===== config.mk =====
export PLATFORM = sky130hd
export DESIGN_NAME = circle_scanline_span
export DESIGN_NICKNAME = d
export VERILOG_FILES = /design/src/sv/css_pkg.sv /design/src/sv/css_ctrl.sv /design/src/sv/css_dp.sv /design/src/sv/circle_scanline_span.sv
export SDC_FILE = /design/constraint.sdc
export NUM_CORES = 1
export LEC_CHECK = 0
export BUFFER_PORTS_ARGS = -buffer_cell sky130_fd_sc_hd__buf_2
export CAP_MARGIN = 25
export CORE_ASPECT_RATIO = 0.7
export CORE_UTILIZATION = 42
export CTS_CLUSTER_DIAMETER = 120
export DETAILED_ROUTE_END_ITERATION = 10
export PLACE_DENSITY = 0.65
export SYNTH_ARGS = -nofsm -noshare
export SYNTH_HDL_FRONTEND = slang
export SYNTH_SLANG_ARGS = --single-unit

===== constraint.sdc =====
create_clock -name i_clk -period 13.7 [get_ports i_clk]
set_input_delay 0.685 -clock i_clk [delete_from_list [all_inputs] [get_ports i_clk]]
set_output_delay 0.685 -clock i_clk [all_outputs]
set_load 0.02 [all_outputs]

===== src/sv/css_pkg.sv =====
// Shared types and constants for the circle scanline span block.
// Used by the controller, the datapath and the top level.
package css_pkg;

    localparam int SPAN_W     = 13;  // width of the unsigned size fields
    localparam int RAD_W      = 24;  // radius squared stays below 2**24
    localparam int ROOT_W     = 12;  // floor root of a 24 bit radicand
    localparam int ROOT_STEPS = RAD_W / 2;
    localparam int STEP_CNT_W = $clog2(ROOT_STEPS);
    localparam int REM_W      = ROOT_W + 2;
    localparam int CFG_IDX_W  = 3;

    localparam logic [CFG_IDX_W-1:0] CFG_BOX_LEFT   = 3'd0;
    localparam logic [CFG_IDX_W-1:0] CFG_BOX_TOP    = 3'd1;
    localparam logic [CFG_IDX_W-1:0] CFG_BOX_WIDTH  = 3'd2;
    localparam logic [CFG_IDX_W-1:0] CFG_BOX_HEIGHT = 3'd3;
    localparam logic [CFG_IDX_W-1:0] CFG_DISP_WIDTH = 3'd4;

    typedef struct packed {
        logic line_load;   // take the request's line index
        logic prod;        // compute offset, box test and both squares
        logic rad;         // form the radicand and clear the root unit
        logic root_step;   // one two-bit step of the square root
        logic out_load;    // clip the span and load the result register
    } t_dp_cmd;

    typedef struct packed {
        logic root_last;   // the current root step is the final one
    } t_dp_status;

endpackage


===== src/sv/css_ctrl.sv =====
// Sequencing state machine and result handshake for the circle span block.
// Depends on css_pkg for the command and status types.
module css_ctrl
    import css_pkg::*;
(
    input  logic       i_clk,
    input  logic       i_rst_n,
    input  logic       i_in_valid,
    output logic       o_in_stall,
    output logic       o_out_valid,
    input  logic       i_out_stall,
    input  t_dp_status i_status,
    output t_dp_cmd    o_cmd
);

    typedef enum logic [4:0] {
        ST_IDLE = 5'b00001,
        ST_PROD = 5'b00010,
        ST_RAD  = 5'b00100,
        ST_ROOT = 5'b01000,
        ST_CLIP = 5'b10000
    } t_state;

    t_state r_state, n_state;
    logic   r_out_valid, n_out_valid;
    logic   out_free;

    // The result register may be refilled when empty or when it is taken now.
    assign out_free = !r_out_valid || !i_out_stall;

    always_comb begin
        n_state = r_state;
        o_cmd   = '0;
        unique case (r_state)
            ST_IDLE: begin
                if (i_in_valid) begin
                    o_cmd.line_load = 1'b1;
                    n_state         = ST_PROD;
                end
            end
            ST_PROD: begin
                o_cmd.prod = 1'b1;
                n_state    = ST_RAD;
            end
            ST_RAD: begin
                o_cmd.rad = 1'b1;
                n_state   = ST_ROOT;
            end
            ST_ROOT: begin
                o_cmd.root_step = 1'b1;
                if (i_status.root_last) begin
                    n_state = ST_CLIP;
                end
            end
            ST_CLIP: begin
                if (out_free) begin
                    o_cmd.out_load = 1'b1;
                    n_state        = ST_IDLE;
                end
            end
            default: n_state = ST_IDLE;
        endcase
    end

    assign n_out_valid = o_cmd.out_load || (r_out_valid && i_out_stall);

    always_ff @(posedge i_clk) begin
        if (!i_rst_n) begin
            r_state     <= ST_IDLE;
            r_out_valid <= 1'b0;
        end else begin
            r_state     <= n_state;
            r_out_valid <= n_out_valid;
        end
    end

    assign o_in_stall  = (r_state != ST_IDLE);
    assign o_out_valid = r_out_valid;

endmodule


===== src/sv/css_dp.sv =====
// Datapath of the circle span block: configuration registers, squares,
// the two-bit-per-step square root, clipping and the result register.
// Depends on css_pkg; driven by css_ctrl through t_dp_cmd.
module css_dp
    import css_pkg::*;
#(
    parameter  int COORD_BITS = 16,
    localparam int CFG_W      = (COORD_BITS > SPAN_W) ? COORD_BITS : SPAN_W
) (
    input  logic                         i_clk,
    input  logic                         i_rst_n,
    input  logic                         i_cfg_we,
    input  logic [CFG_IDX_W-1:0]         i_cfg_index,
    input  logic [CFG_W-1:0]             i_cfg_data,
    input  logic signed [COORD_BITS-1:0] i_line_index,
    input  t_dp_cmd                      i_cmd,
    output t_dp_status                   o_status,
    output logic                         o_span_valid,
    output logic [SPAN_W-1:0]            o_span_start,
    output logic signed [COORD_BITS-1:0] o_span_end
);

    // Working width for coordinate sums: room for a coordinate plus two
    // size fields without overflow, and never narrower than a size field.
    localparam int XW = ((COORD_BITS > SPAN_W + 1) ? COORD_BITS : SPAN_W + 1) + 2;

    logic [COORD_BITS-1:0] r_box_left;
    logic [COORD_BITS-1:0] r_box_top;
    logic [SPAN_W-1:0]     r_box_width;
    logic [SPAN_W-1:0]     r_box_height;
    logic [SPAN_W-1:0]     r_disp_width;

    logic [COORD_BITS-1:0] r_line;
    logic                  r_in_box;
    logic [RAD_W-1:0]      r_rr;
    logic [RAD_W-1:0]      r_yy;
    logic                  r_rad_neg;
    logic [RAD_W-1:0]      r_rad;
    logic [REM_W-1:0]      r_rem;
    logic [ROOT_W-1:0]     r_root;
    logic [STEP_CNT_W-1:0] r_cnt;

    logic                  r_span_valid;
    logic [SPAN_W-1:0]     r_span_start;
    logic [COORD_BITS-1:0] r_span_end;

    logic [ROOT_W-1:0]     radius;
    logic [XW-1:0]         line_x;
    logic [XW-1:0]         top_x;
    logic [XW-1:0]         left_x;
    logic [XW-1:0]         dw_x;
    logic [XW-1:0]         d_x;
    logic                  in_box;
    logic [SPAN_W:0]       y_off;
    logic [SPAN_W:0]       y_mag;
    logic [RAD_W+1:0]      rad_diff;
    logic [REM_W+1:0]      rem_sh;
    logic [REM_W+1:0]      trial;
    logic                  take;
    logic [REM_W+1:0]      rem_sub;
    logic [XW-1:0]         s_x;
    logic [XW-1:0]         e_x;
    logic [XW-1:0]         e_clamp;
    logic                  span_ok;

    assign radius = r_box_width[SPAN_W-1:1];

    // Configuration registers.
    always_ff @(posedge i_clk) begin
        if (!i_rst_n) begin
            r_box_left   <= '0;
            r_box_top    <= '0;
            r_box_width  <= '0;
            r_box_height <= '0;
            r_disp_width <= SPAN_W'(1);
        end else if (i_cfg_we) begin
            unique case (i_cfg_index)
                CFG_BOX_LEFT:   r_box_left   <= i_cfg_data[COORD_BITS-1:0];
                CFG_BOX_TOP:    r_box_top    <= i_cfg_data[COORD_BITS-1:0];
                CFG_BOX_WIDTH:  r_box_width  <= i_cfg_data[SPAN_W-1:0];
                CFG_BOX_HEIGHT: r_box_height <= i_cfg_data[SPAN_W-1:0];
                CFG_DISP_WIDTH: r_disp_width <= i_cfg_data[SPAN_W-1:0];
                default: ;
            endcase
        end
    end

    assign line_x = {{(XW-COORD_BITS){r_line[COORD_BITS-1]}}, r_line};
    assign top_x  = {{(XW-COORD_BITS){r_box_top[COORD_BITS-1]}}, r_box_top};
    assign left_x = {{(XW-COORD_BITS){r_box_left[COORD_BITS-1]}}, r_box_left};
    assign dw_x   = {{(XW-SPAN_W){1'b0}}, r_disp_width};

    // Line position within the box; inside the box it is below the height,
    // so the offset from the centre line fits in a size field plus sign.
    assign d_x    = line_x - top_x;
    assign in_box = !d_x[XW-1] && (d_x < {{(XW-SPAN_W){1'b0}}, r_box_height});
    assign y_off  = {1'b0, d_x[SPAN_W-1:0]} - {2'b00, r_box_height[SPAN_W-1:1]};
    assign y_mag  = y_off[SPAN_W] ? ((SPAN_W+1)'(0) - y_off) : y_off;

    assign rad_diff = {2'b00, r_rr} - {2'b00, r_yy};

    // Restoring square root step: bring down two radicand bits and try
    // subtracting four times the root plus one.
    assign rem_sh  = {r_rem, r_rad[RAD_W-1 -: 2]};
    assign trial   = {2'b00, r_root, 2'b01};
    assign take    = (rem_sh >= trial);
    assign rem_sub = take ? (rem_sh - trial) : rem_sh;

    assign o_status.root_last = (r_cnt == STEP_CNT_W'(ROOT_STEPS - 1));

    always_ff @(posedge i_clk) begin
        if (i_cmd.line_load) begin
            r_line <= i_line_index;
        end
        if (i_cmd.prod) begin
            r_in_box <= in_box;
            r_rr     <= RAD_W'(radius) * RAD_W'(radius);
            r_yy     <= RAD_W'(y_mag[ROOT_W-1:0]) * RAD_W'(y_mag[ROOT_W-1:0]);
        end
        if (i_cmd.rad) begin
            r_rad_neg <= rad_diff[RAD_W+1];
            r_rad     <= rad_diff[RAD_W-1:0];
            r_rem     <= '0;
            r_root    <= '0;
            r_cnt     <= '0;
        end else if (i_cmd.root_step) begin
            r_rad  <= {r_rad[RAD_W-3:0], 2'b00};
            r_rem  <= rem_sub[REM_W-1:0];
            r_root <= {r_root[ROOT_W-2:0], take};
            r_cnt  <= r_cnt + STEP_CNT_W'(1);
        end
    end

    // Span ends and clipping against the display.
    assign s_x = left_x + {{(XW-ROOT_W){1'b0}}, radius} - {{(XW-ROOT_W){1'b0}}, r_root};
    assign e_x = left_x + {{(XW-ROOT_W){1'b0}}, radius} + {{(XW-ROOT_W){1'b0}}, r_root};

    assign span_ok = r_in_box && !r_rad_neg && !s_x[XW-1]
                     && ($signed(s_x) <= $signed(dw_x))
                     && !e_x[XW-1]
                     && ($signed(e_x) >= $signed(s_x));

    // An end past the display width is clamped to the width minus one, so to minus one for a zero width.
    assign e_clamp = ($signed(e_x) > $signed(dw_x)) ? (dw_x - XW'(1)) : e_x;

    always_ff @(posedge i_clk) begin
        if (i_cmd.out_load) begin
            r_span_valid <= span_ok;
            r_span_start <= span_ok ? s_x[SPAN_W-1:0] : '0;
            r_span_end   <= span_ok ? e_clamp[COORD_BITS-1:0] : '0;
        end
    end

    assign o_span_valid = r_span_valid;
    assign o_span_start = r_span_start;
    assign o_span_end   = r_span_end;

endmodule


===== src/sv/circle_scanline_span.sv =====
// Circle scanline span: one result per scanline request, formed in order by the
// squares, the radicand, twelve two-bit root steps and clipping. A new request is
// taken only in the idle state, once the previous result has been loaded, so requests
// do not overlap; a waiting result stalls only the clipping.
// Synchronous active-low reset empties the result register, zeroes the box
// registers and sets the display width to one.
module circle_scanline_span
    import css_pkg::*;
#(
    parameter  int COORD_BITS = 16,
    localparam int CFG_W      = (COORD_BITS > SPAN_W) ? COORD_BITS : SPAN_W
) (
    input  logic                         i_clk,
    input  logic                         i_rst_n,
    input  logic                         i_cfg_we,
    input  logic [CFG_IDX_W-1:0]         i_cfg_index,
    input  logic [CFG_W-1:0]             i_cfg_data,
    input  logic                         i_in_valid,
    output logic                         o_in_stall,
    input  logic signed [COORD_BITS-1:0] i_line_index,
    output logic                         o_out_valid,
    input  logic                         i_out_stall,
    output logic                         o_span_valid,
    output logic [SPAN_W-1:0]            o_span_start,
    output logic signed [COORD_BITS-1:0] o_span_end
);

    t_dp_cmd    cmd;
    t_dp_status status;

    css_ctrl u_ctrl (
        .i_clk       (i_clk),
        .i_rst_n     (i_rst_n),
        .i_in_valid  (i_in_valid),
        .o_in_stall  (o_in_stall),
        .o_out_valid (o_out_valid),
        .i_out_stall (i_out_stall),
        .i_status    (status),
        .o_cmd       (cmd)
    );

    css_dp #(
        .COORD_BITS (COORD_BITS)
    ) u_dp (
        .i_clk        (i_clk),
        .i_rst_n      (i_rst_n),
        .i_cfg_we     (i_cfg_we),
        .i_cfg_index  (i_cfg_index),
        .i_cfg_data   (i_cfg_data),
        .i_line_index (i_line_index),
        .i_cmd        (cmd),
        .o_status     (status),
        .o_span_valid (o_span_valid),
        .o_span_start (o_span_start),
        .o_span_end   (o_span_end)
    );

endmodule


==> flow_metrics.env, run 1 <==
export IMPL_status="completed"
export IMPL_fmax_mhz=99.8
export IMPL_cts_sinks=224
export IMPL_dp_cells=3197
export IMPL_wl_per_cell_um=17.9
export IMPL_drt_iter0_markers=1511
export IMPL_hpwl_mm=46.1
export IMPL_ys_warn_count=0
export IMPL_critPathSlowestCell="a2111oi_0"
export IMPL_synth_fp_nets=2981
export IMPL_die_x_um=277
export IMPL_setup_violations=0
export IMPL_synth_top_family_by_area="adder cells"
export IMPL_die_h_um=194
export IMPL_num_vias=17900
export IMPL_place_gp_congestion=0.940
export IMPL_synth_compound_area_share_pct=14.8
export IMPL_synth_edf_count=118
export IMPL_max_cap_viol_count=0
export IMPL_netlist_cell_type_count=72
export IMPL_path_class="flip-flop to flip-flop"
export IMPL_dieArea_um2=53800
export IMPL_finalNetCount=3018
export IMPL_port_buffers=71
export IMPL_multiInputGateArea_um2=15000
export IMPL_clk_pin_slew_ps=60
export IMPL_synth_area_leaders="edfxtp_1, ha_1, fa_1, dfxtp_1, inv_1"
export IMPL_grt_pass1_vias=17200
export IMPL_min_period_ps=10020
export IMPL_async_flop_share_pct=0
export IMPL_seq_area_frac_synth_pct=25.5
export IMPL_whs_ps=317
export IMPL_clockBufferDepth=3
export IMPL_synthXorXnorAreaFrac_pct=5.29
export IMPL_synth_largest_area_cell="edfxtp_1"
export IMPL_finalWirelength_mm=58.1
export IMPL_fin_tns_setup_ps=0
export IMPL_slew_headroom_pct=34.3
export IMPL_cts_hold_buf=0
export IMPL_synthSimpleGateAreaFrac_pct=16.9
export IMPL_cts_resized=0
export IMPL_finalHoldViolations=0
export IMPL_cts_tree="yes"
export IMPL_antenna_found_initial=4
export IMPL_crit_path_end_kind="flip-flop"
export IMPL_seqCellArea_um2=5670
export IMPL_grt_pass1_wl_mm=93.0
export IMPL_syn_cell_area_um2=22200
export IMPL_skew_ps=29.2
export IMPL_path_max_fanout=12
export IMPL_drt_drc_violations_left=0
export IMPL_max_stage_delay_ps=650
export IMPL_start_util_pct=42.5
export IMPL_instances_no_fill=3245
export IMPL_synth_most_common_cell="inv_1"
export IMPL_synthMuxAreaShare_pct=0.536
export IMPL_dr_pass1_iters=6
export IMPL_grt_overflow=0
export IMPL_worst_pin_slew_ps=979
export IMPL_track_usage_pct=21.6
export IMPL_rows=70
export IMPL_synth_area_per_cell_um2=8.86
export IMPL_grt_max_degree=72
export IMPL_clk_latency_ps=560
export IMPL_synthTopCellsByCount="inv_1, ha_1, nand2_1, nor2_1, fa_1"
export IMPL_cts_root_buf="clkbuf_16"
export IMPL_syn_inst=2505
export IMPL_cp_common_cell="inv_1"
export IMPL_coreArea_um2=52200
export IMPL_final_area_um2=24100
export IMPL_grt_setup_unrepaired="false"
export IMPL_cts_buffers_inserted=25
export IMPL_yosys_area_share_adder_pct=30.1
export IMPL_ys_flop_type="edfxtp_1"
export IMPL_yosysTopAreaCellShare_pct=16.0
export IMPL_ant_nets=0
export IMPL_finalMaxSlewViolations=0
export IMPL_fillers=5086
export IMPL_worst_ep_arrival_time_ps=10290
export IMPL_post_cts_setup_buffer_count=0
export IMPL_htree_levels=1
export IMPL_place_area_um2=23300
export IMPL_hp_class="input pin to flip-flop"
export IMPL_via_per_inst=5.51
export IMPL_syn2layout_area_growth_pct=8.55
export IMPL_period_share_pct=73.2
export IMPL_ioPinCount=72
export IMPL_synth_seq_cells=224
export IMPL_start_kind="flip-flop"
export IMPL_layout_drive_gt1_share_pct=6.84
export IMPL_required_ps=13960
-- final cells by class --
| cell class | count | share of cell area (%) |
|---|---|---|
| flip-flops and latches | 224 | 23.5 |
| clock inverters | 8 | 0.197 |
| repair buffers | 91 | 2.32 |
| clock buffers | 37 | 3.05 |
| diodes | 1 | 0.0104 |
| inverters | 317 | 4.94 |
| multi-input cells | 1883 | 62.4 |
| well taps | 684 | 3.55 |
-- metal layers --
layer,share of wire (%),global-route usage (%)
met1,50,34.0
met2,40,30.8
met3,8.2,3.53
met4,1.6,3.95
met5,0,0
-- cells by family (layout without fill, tap and decap cells) --
| family | count (synthesis) | count (layout) |
|---|---|---|
| other | 0 | 1 |
| flip-flops | 224 | 224 |
| multiplexers | 11 | 11 |
| AO/OA/AOI/OAI | 516 | 516 |
| adder cells (fa/ha/maj) | 436 | 436 |
| buffers and inverters | 398 | 453 |
| AND/OR/NAND/NOR | 786 | 786 |
| XOR/XNOR | 134 | 134 |
-- registers in the layout (all words and copies together) (netlist names), 13 cells and up --
signal,count
u_dp.r_rem,14
u_dp.o_span_start,13
u_dp.r_box_top,16
u_dp.r_disp_width,13
u_dp.r_box_height,13
u_dp.r_yy,23
u_dp.r_box_left,16
u_dp.o_span_end,16
u_dp.r_rr,23
u_dp.r_rad,24
u_dp.r_line,16
-- worst max-delay path, delay by kind of cell (launching register included) --
family | cells | cell delay (ps)
flip-flops | 1 | 360
AND/OR/NAND/NOR | 7 | 1990
AO/OA/AOI/OAI | 11 | 2700
adder cells (fa/ha/maj) | 9 | 3970
XOR/XNOR | 2 | 310
buffers and inverters | 7 | 420
-- path summary, 6_finish.rpt --
check                    startpoint                 to  slack (ps)  cells past startpoint
setup / recovery     u_dp.r_line[0]      u_dp.r_yy[22]        3680                     36
hold / removal      i_line_index[9]     u_dp.r_line[9]         320                      1
setup reg to reg     u_dp.r_line[0]      u_dp.r_yy[22]        3680                     36
hold reg to reg   u_dp.r_box_top[7]  u_dp.r_box_top[7]         460                      2
-- through the flow --
stage	util (%)	worst slack (ps)
2_1_floorplan	-	4660
3_3_place_gp	44.5	4040
3_5_place_dp	44.6	3760
4_1_cts	46.1	3730
5_1_grt	46.1	3060
6_report	46.1	3680
-- cell usage in the layout (no fill, tap or decap), drive strengths merged, types with 46 or more instances in the layout --
| master | instances |
|---|---|
| inv | 318 |
| ha | 274 |
| nand2 | 268 |
| nor2 | 177 |
| fa | 162 |
| a21oi | 160 |
| edfxtp | 118 |
| dfxtp | 106 |
| o21ai | 98 |
| buf | 91 |
| xnor2 | 88 |
| and2 | 61 |
| nor3 | 50 |
| xor2 | 46 |
Power of run 1 is not shown: default switching activity piles up to over one toggle a cycle in this logic, so the estimate is an artifact.
==> run 2: changes to the inputs <==
--- a/config.mk
+++ b/config.mk
@@ -11,7 +11,7 @@
 export CORE_UTILIZATION = 42
 export CTS_CLUSTER_DIAMETER = 120
 export DETAILED_ROUTE_END_ITERATION = 10
-export PLACE_DENSITY = 0.65
+export PLACE_DENSITY = 0.67
 export SYNTH_ARGS = -nofsm -noshare
 export SYNTH_HDL_FRONTEND = slang
 export SYNTH_SLANG_ARGS = --single-unit
==> constraint.sdc (replaced) <==
create_clock -name i_clk -period 8.7 [get_ports i_clk]
set_input_delay 0.435 -clock i_clk [delete_from_list [all_inputs] [get_ports i_clk]]
set_output_delay 0.435 -clock i_clk [all_outputs]
set_load 0.02 [all_outputs]
==> run 2 against run 1 <==
Count of clock-buffer cells in the layout decreased by 1. Global-route usage increased by 0.33 points. Largest cell class unchanged. Hold slack got worse by 230 ps. Wire length increased by 1.4%. Final cell count up 3.8%. Utilization grew 2.4 points. Sequential share of layout area is 1.2 points lower.
==> flow_metrics.env, run 2 (same netlist as run 1, synthesis figures left out) <==
export IMPL_start_kind="flip-flop"
export IMPL_coreArea_um2=52200
export IMPL_skew_ps=40.2
export IMPL_crit_path_end_kind="flip-flop"
export IMPL_dp_cells=3297
export IMPL_grt_setup_unrepaired="true"
export IMPL_top_register="u_dp.r_rad"
export IMPL_port_buffers=71
export IMPL_path_class="flip-flop to flip-flop"
export IMPL_hp_class="input pin to flip-flop"
export IMPL_clk_latency_ps=560
export IMPL_largest_register_ffs=24
export IMPL_hpwl_mm=47.0
export IMPL_finalMaxSlewViolations=0
export IMPL_period_share_pct=98.1
export IMPL_max_cap_viol_count=0
export IMPL_rows=70
export IMPL_critPathSlowestCell="fa_1"
export IMPL_worst_ep_arrival_time_ps=8830
export IMPL_cts_tree="yes"
export IMPL_final_core_util_pct=48.6
export IMPL_place_area_um2=24000
export IMPL_grt_overflow=0
export IMPL_die_h_um=194
export IMPL_cp_common_cell="fa_1"
export IMPL_slew_headroom_pct=35.7
export IMPL_setup_violations=0
export IMPL_num_vias=18200
export IMPL_required_ps=8990
export IMPL_htree_levels=1
export IMPL_min_period_ps=8540
export IMPL_cts_buffers_inserted=24
export IMPL_grt_pass1_wl_mm=95.3
export IMPL_via_per_inst=5.41
export IMPL_die_x_um=277
export IMPL_cts_hold_buf=0
export IMPL_dieArea_um2=53800
export IMPL_max_stage_delay_ps=520
export IMPL_instances_no_fill=3368
export IMPL_ioPinCount=72
export IMPL_final_area_um2=25300
export IMPL_dr_pass1_iters=5
export IMPL_finalWirelength_mm=58.9
export IMPL_grt_max_degree=71
export IMPL_reg_top3="u_dp.r_rad x24, u_dp.r_rr x23, u_dp.r_yy x23"
export IMPL_finalHoldViolations=0
export IMPL_whs_ps=85.3
export IMPL_cts_root_buf="clkbuf_16"
export IMPL_status="completed"
export IMPL_track_usage_pct=21.9
export IMPL_wl_per_cell_um=17.5
export IMPL_clockBufferDepth=3
export IMPL_drt_iter0_markers=1456
export IMPL_syn2layout_area_growth_pct=14.2
export IMPL_mostFrequentLayoutCells="inv_1, nand2_1, ha_1"
export IMPL_ant_nets=0
export IMPL_grt_pass1_vias=17900
export IMPL_cts_sinks=224
export IMPL_fillers=4917
export IMPL_final_common_cell="inv_1"
export IMPL_worst_pin_slew_ps=940
export IMPL_start_util_pct=42.5
export IMPL_clk_pin_slew_ps=60
export IMPL_drt_drc_violations_left=0
export IMPL_finalNetCount=3140
export IMPL_place_gp_congestion=0.931
export IMPL_fmax_mhz=117
export IMPL_antenna_found_initial=4
export IMPL_path_max_fanout=5
export IMPL_layout_drive_gt1_share_pct=13.5
## run 2: final cells by class
class | instances | area, um2 | share of cell area, %
Tap cell | 684 | 856 | 3.38
Sequential cell | 224 | 5670 | 22.4
Timing Repair Buffer | 214 | 1480 | 5.84
Clock buffer | 36 | 691 | 2.72
Multi-Input combinational cell | 1883 | 15400 | 60.8
Clock inverter | 7 | 51.3 | 0.202
Antenna cell | 3 | 7.51 | 0.0296
Inverter | 317 | 1190 | 4.69
## run 2: worst max-delay path: cells and delay by family, from the launching register on
family | cells | cell delay (ps)
adder cells (fa/ha/maj) | 9 | 3370
AO/OA/AOI/OAI | 11 | 2030
AND/OR/NAND/NOR | 7 | 1770
buffers and inverters | 6 | 530
XOR/XNOR | 2 | 250
flip-flops | 1 | 350
## run 2: repair_timing
item                       in CTS  in global routing
resized for setup              24                 70
setup endpoints to repair      10                 11
pin swaps                      30                 35
buffers inserted               12                 12
## run 2: path summary, 6_finish.rpt
check	start	to	slack, ps	cells past startpoint
setup / recovery	u_dp.r_line[0]	u_dp.r_yy[23]	160	35
hold / removal	i_line_index[4]	u_dp.r_line[4]	90	1
hold reg to reg	u_dp.r_box_top[5]	u_dp.r_box_top[5]	460	2
setup reg to reg	u_dp.r_line[0]	u_dp.r_yy[23]	160	35
## run 2: layer usage
layer  vias up  wire, um  GRT usage [%]
li1       8882         -              -
met1      8795     30100           35.0
met2       473     24100           31.3
met3        58      3850           3.20
met4         0       803           3.48
met5         -         0              0
## run 2: through the flow
stage | setup TNS (ps) | setup WS (ps)
after CTS | 0 | 6.06
final | 0 | 163
after global placement | -1100 | -246
after global routing | -823 | -209
after floorplan | 0 | 19.8
after detailed placement | -2340 | -425
Power of run 2 is left out for the same reason.
==> run 3: changes to the inputs <==
--- a/config.mk
+++ b/config.mk
@@ -11,7 +11,7 @@
 export CORE_UTILIZATION = 42
 export CTS_CLUSTER_DIAMETER = 120
 export DETAILED_ROUTE_END_ITERATION = 10
-export PLACE_DENSITY = 0.67
+export PLACE_DENSITY = 0.69
 export SYNTH_ARGS = -nofsm -noshare
 export SYNTH_HDL_FRONTEND = slang
 export SYNTH_SLANG_ARGS = --single-unit
==> run 3 against run 2 <==
Final cell count hardly changed. Setup slack lost 82 ps. Final area is 0.52% higher.
==> flow_metrics.env, run 3 (same netlist as run 1, synthesis figures left out) <==
export IMPL_status="completed"
export IMPL_max_cap_viol_count=0
export IMPL_drt_drc_violations_left=0
export IMPL_hpwl_mm=46.2
export IMPL_hp_class="input pin to flip-flop"
export IMPL_period_share_pct=99.1
export IMPL_start_kind="flip-flop"
export IMPL_grt_pass1_vias=18000
export IMPL_syn2layout_area_growth_pct=14.8
export IMPL_reg_top3="u_dp.r_rad x24, u_dp.r_rr x23, u_dp.r_yy x23"
export IMPL_finalMaxSlewViolations=0
export IMPL_cp_common_cell="fa_1"
export IMPL_die_x_um=277
export IMPL_dr_pass1_iters=5
export IMPL_htree_levels=1
export IMPL_rows=70
export IMPL_critical_path_top_delay_family="adder cells"
export IMPL_grt_overflow=0
export IMPL_cts_buffers_inserted=25
export IMPL_finalNetCount=3136
export IMPL_place_gp_congestion=0.942
export IMPL_finalHoldViolations=0
export IMPL_start_util_pct=42.5
export IMPL_skew_ps=28.3
export IMPL_layout_drive_gt1_share_pct=14.0
export IMPL_ioPinCount=72
export IMPL_cts_root_buf="clkbuf_16"
export IMPL_cts_sinks=224
export IMPL_via_per_inst=5.45
export IMPL_clockBufferDepth=3
export IMPL_worst_ep_arrival_time_ps=8910
export IMPL_fillers=4832
export IMPL_port_buffers=71
export IMPL_critPathSlowestCell="fa_1"
export IMPL_finalWirelength_mm=58.8
export IMPL_grt_setup_unrepaired="true"
export IMPL_crit_path_end_kind="flip-flop"
export IMPL_final_common_cell="inv_1"
export IMPL_crit_cells=33
export IMPL_num_vias=18400
export IMPL_die_h_um=194
export IMPL_mostFrequentLayoutCells="inv_1, nand2_1, ha_1"
export IMPL_cts_hold_buf=0
export IMPL_min_period_ps=8620
export IMPL_clk_pin_slew_ps=60
export IMPL_largest_register_ffs=24
export IMPL_track_usage_pct=21.5
export IMPL_max_stage_delay_ps=530
export IMPL_dieArea_um2=53800
export IMPL_top_register="u_dp.r_rad"
export IMPL_slew_headroom_pct=37.8
export IMPL_ant_nets=0
export IMPL_worst_pin_slew_ps=910
export IMPL_rr_worst_depth=33
export IMPL_grt_pass1_wl_mm=93.9
export IMPL_coreArea_um2=52200
export IMPL_wl_per_cell_um=17.5
export IMPL_setup_violations=0
export IMPL_required_ps=8990
export IMPL_whs_ps=72.5
export IMPL_min_path_cells=1
export IMPL_drt_iter0_markers=1627
export IMPL_clk_latency_ps=560
export IMPL_path_max_fanout=5
export IMPL_crit_buf_inv=5
export IMPL_path_class="flip-flop to flip-flop"
export IMPL_antenna_found_initial=6
export IMPL_grt_max_degree=72
export IMPL_cts_tree="yes"
export IMPL_fmax_mhz=116
export IMPL_seqCellArea_um2=5670
export IMPL_multiInputGateArea_um2=15500
## run 3: cell count changes in the layout (fill, tap and decap cells not counted), moves of 3 or more
| cell | change |
|---|---|
| buf_4 | -4 |
| clkbuf_2 | -3 |
| clkbuf_8 | +5 |
| o21ai_1 | -3 |
| nor2_1 | +5 |
| nor2_2 | -4 |
| fa_2 | +4 |
| inv_1 | -3 |
| fa_1 | -4 |
| inv_2 | +3 |
## run 3: worst paths after layout
check	startpoint	to	slack, ps
worst max-delay path	u_dp.r_line[0]	u_dp.r_yy[23]	80
worst min-delay path	i_line_index[9]	u_dp.r_line[9]	70
worst max register to register	u_dp.r_line[0]	u_dp.r_yy[23]	80
worst min register to register	u_dp.r_box_top[15]	u_dp.r_box_top[15]	460
## run 3: stage by stage
step / TNS [ps] / std cells / cell area [um2] / utilization (%) / setup WS (ps)
6_report: 0 / 3365 / 25500 / 48.8 / 81.0
5_1_grt: -1010 / 3363 / 25500 / 48.8 / -238
4_1_cts: -9.03 / 3342 / 24900 / 47.8 / -9.03
3_5_place_dp: -1250 / 3288 / 24000 / 45.9 / -316
3_3_place_gp: -725 / 3288 / 24000 / 45.9 / -181
2_1_floorplan: 0 / 2505 / 22200 / - / 19.8
## run 3: final cells by class
| cell class | count | share of cell area, % |
|---|---|---|
| clock inverter | 9 | 0.260 |
| clock buffer | 37 | 2.99 |
| inverter | 317 | 4.67 |
| multi-input combinational | 1883 | 60.8 |
| sequential | 224 | 22.2 |
| timing repair buffer | 209 | 5.70 |
| antenna | 2 | 0.0196 |
| tap | 684 | 3.36 |
## run 3: timing repair
action,in CTS,in global routing
gates resized for setup,24,83
pin swaps,19,51
buffers inserted,8,21
endpoints found under the setup margin,7,11
## run 3: layer usage
metal  part of all wire (%)  GRT usage (%)  up-vias
li1                       -              -     8866
met2                     41           31.5      540
met5                      0              0        -
met3                    7.6           3.92       70
met4                    1.8           3.83        0
met1                     49           32.8     8878
Power of run 3 is left out for the same reason.
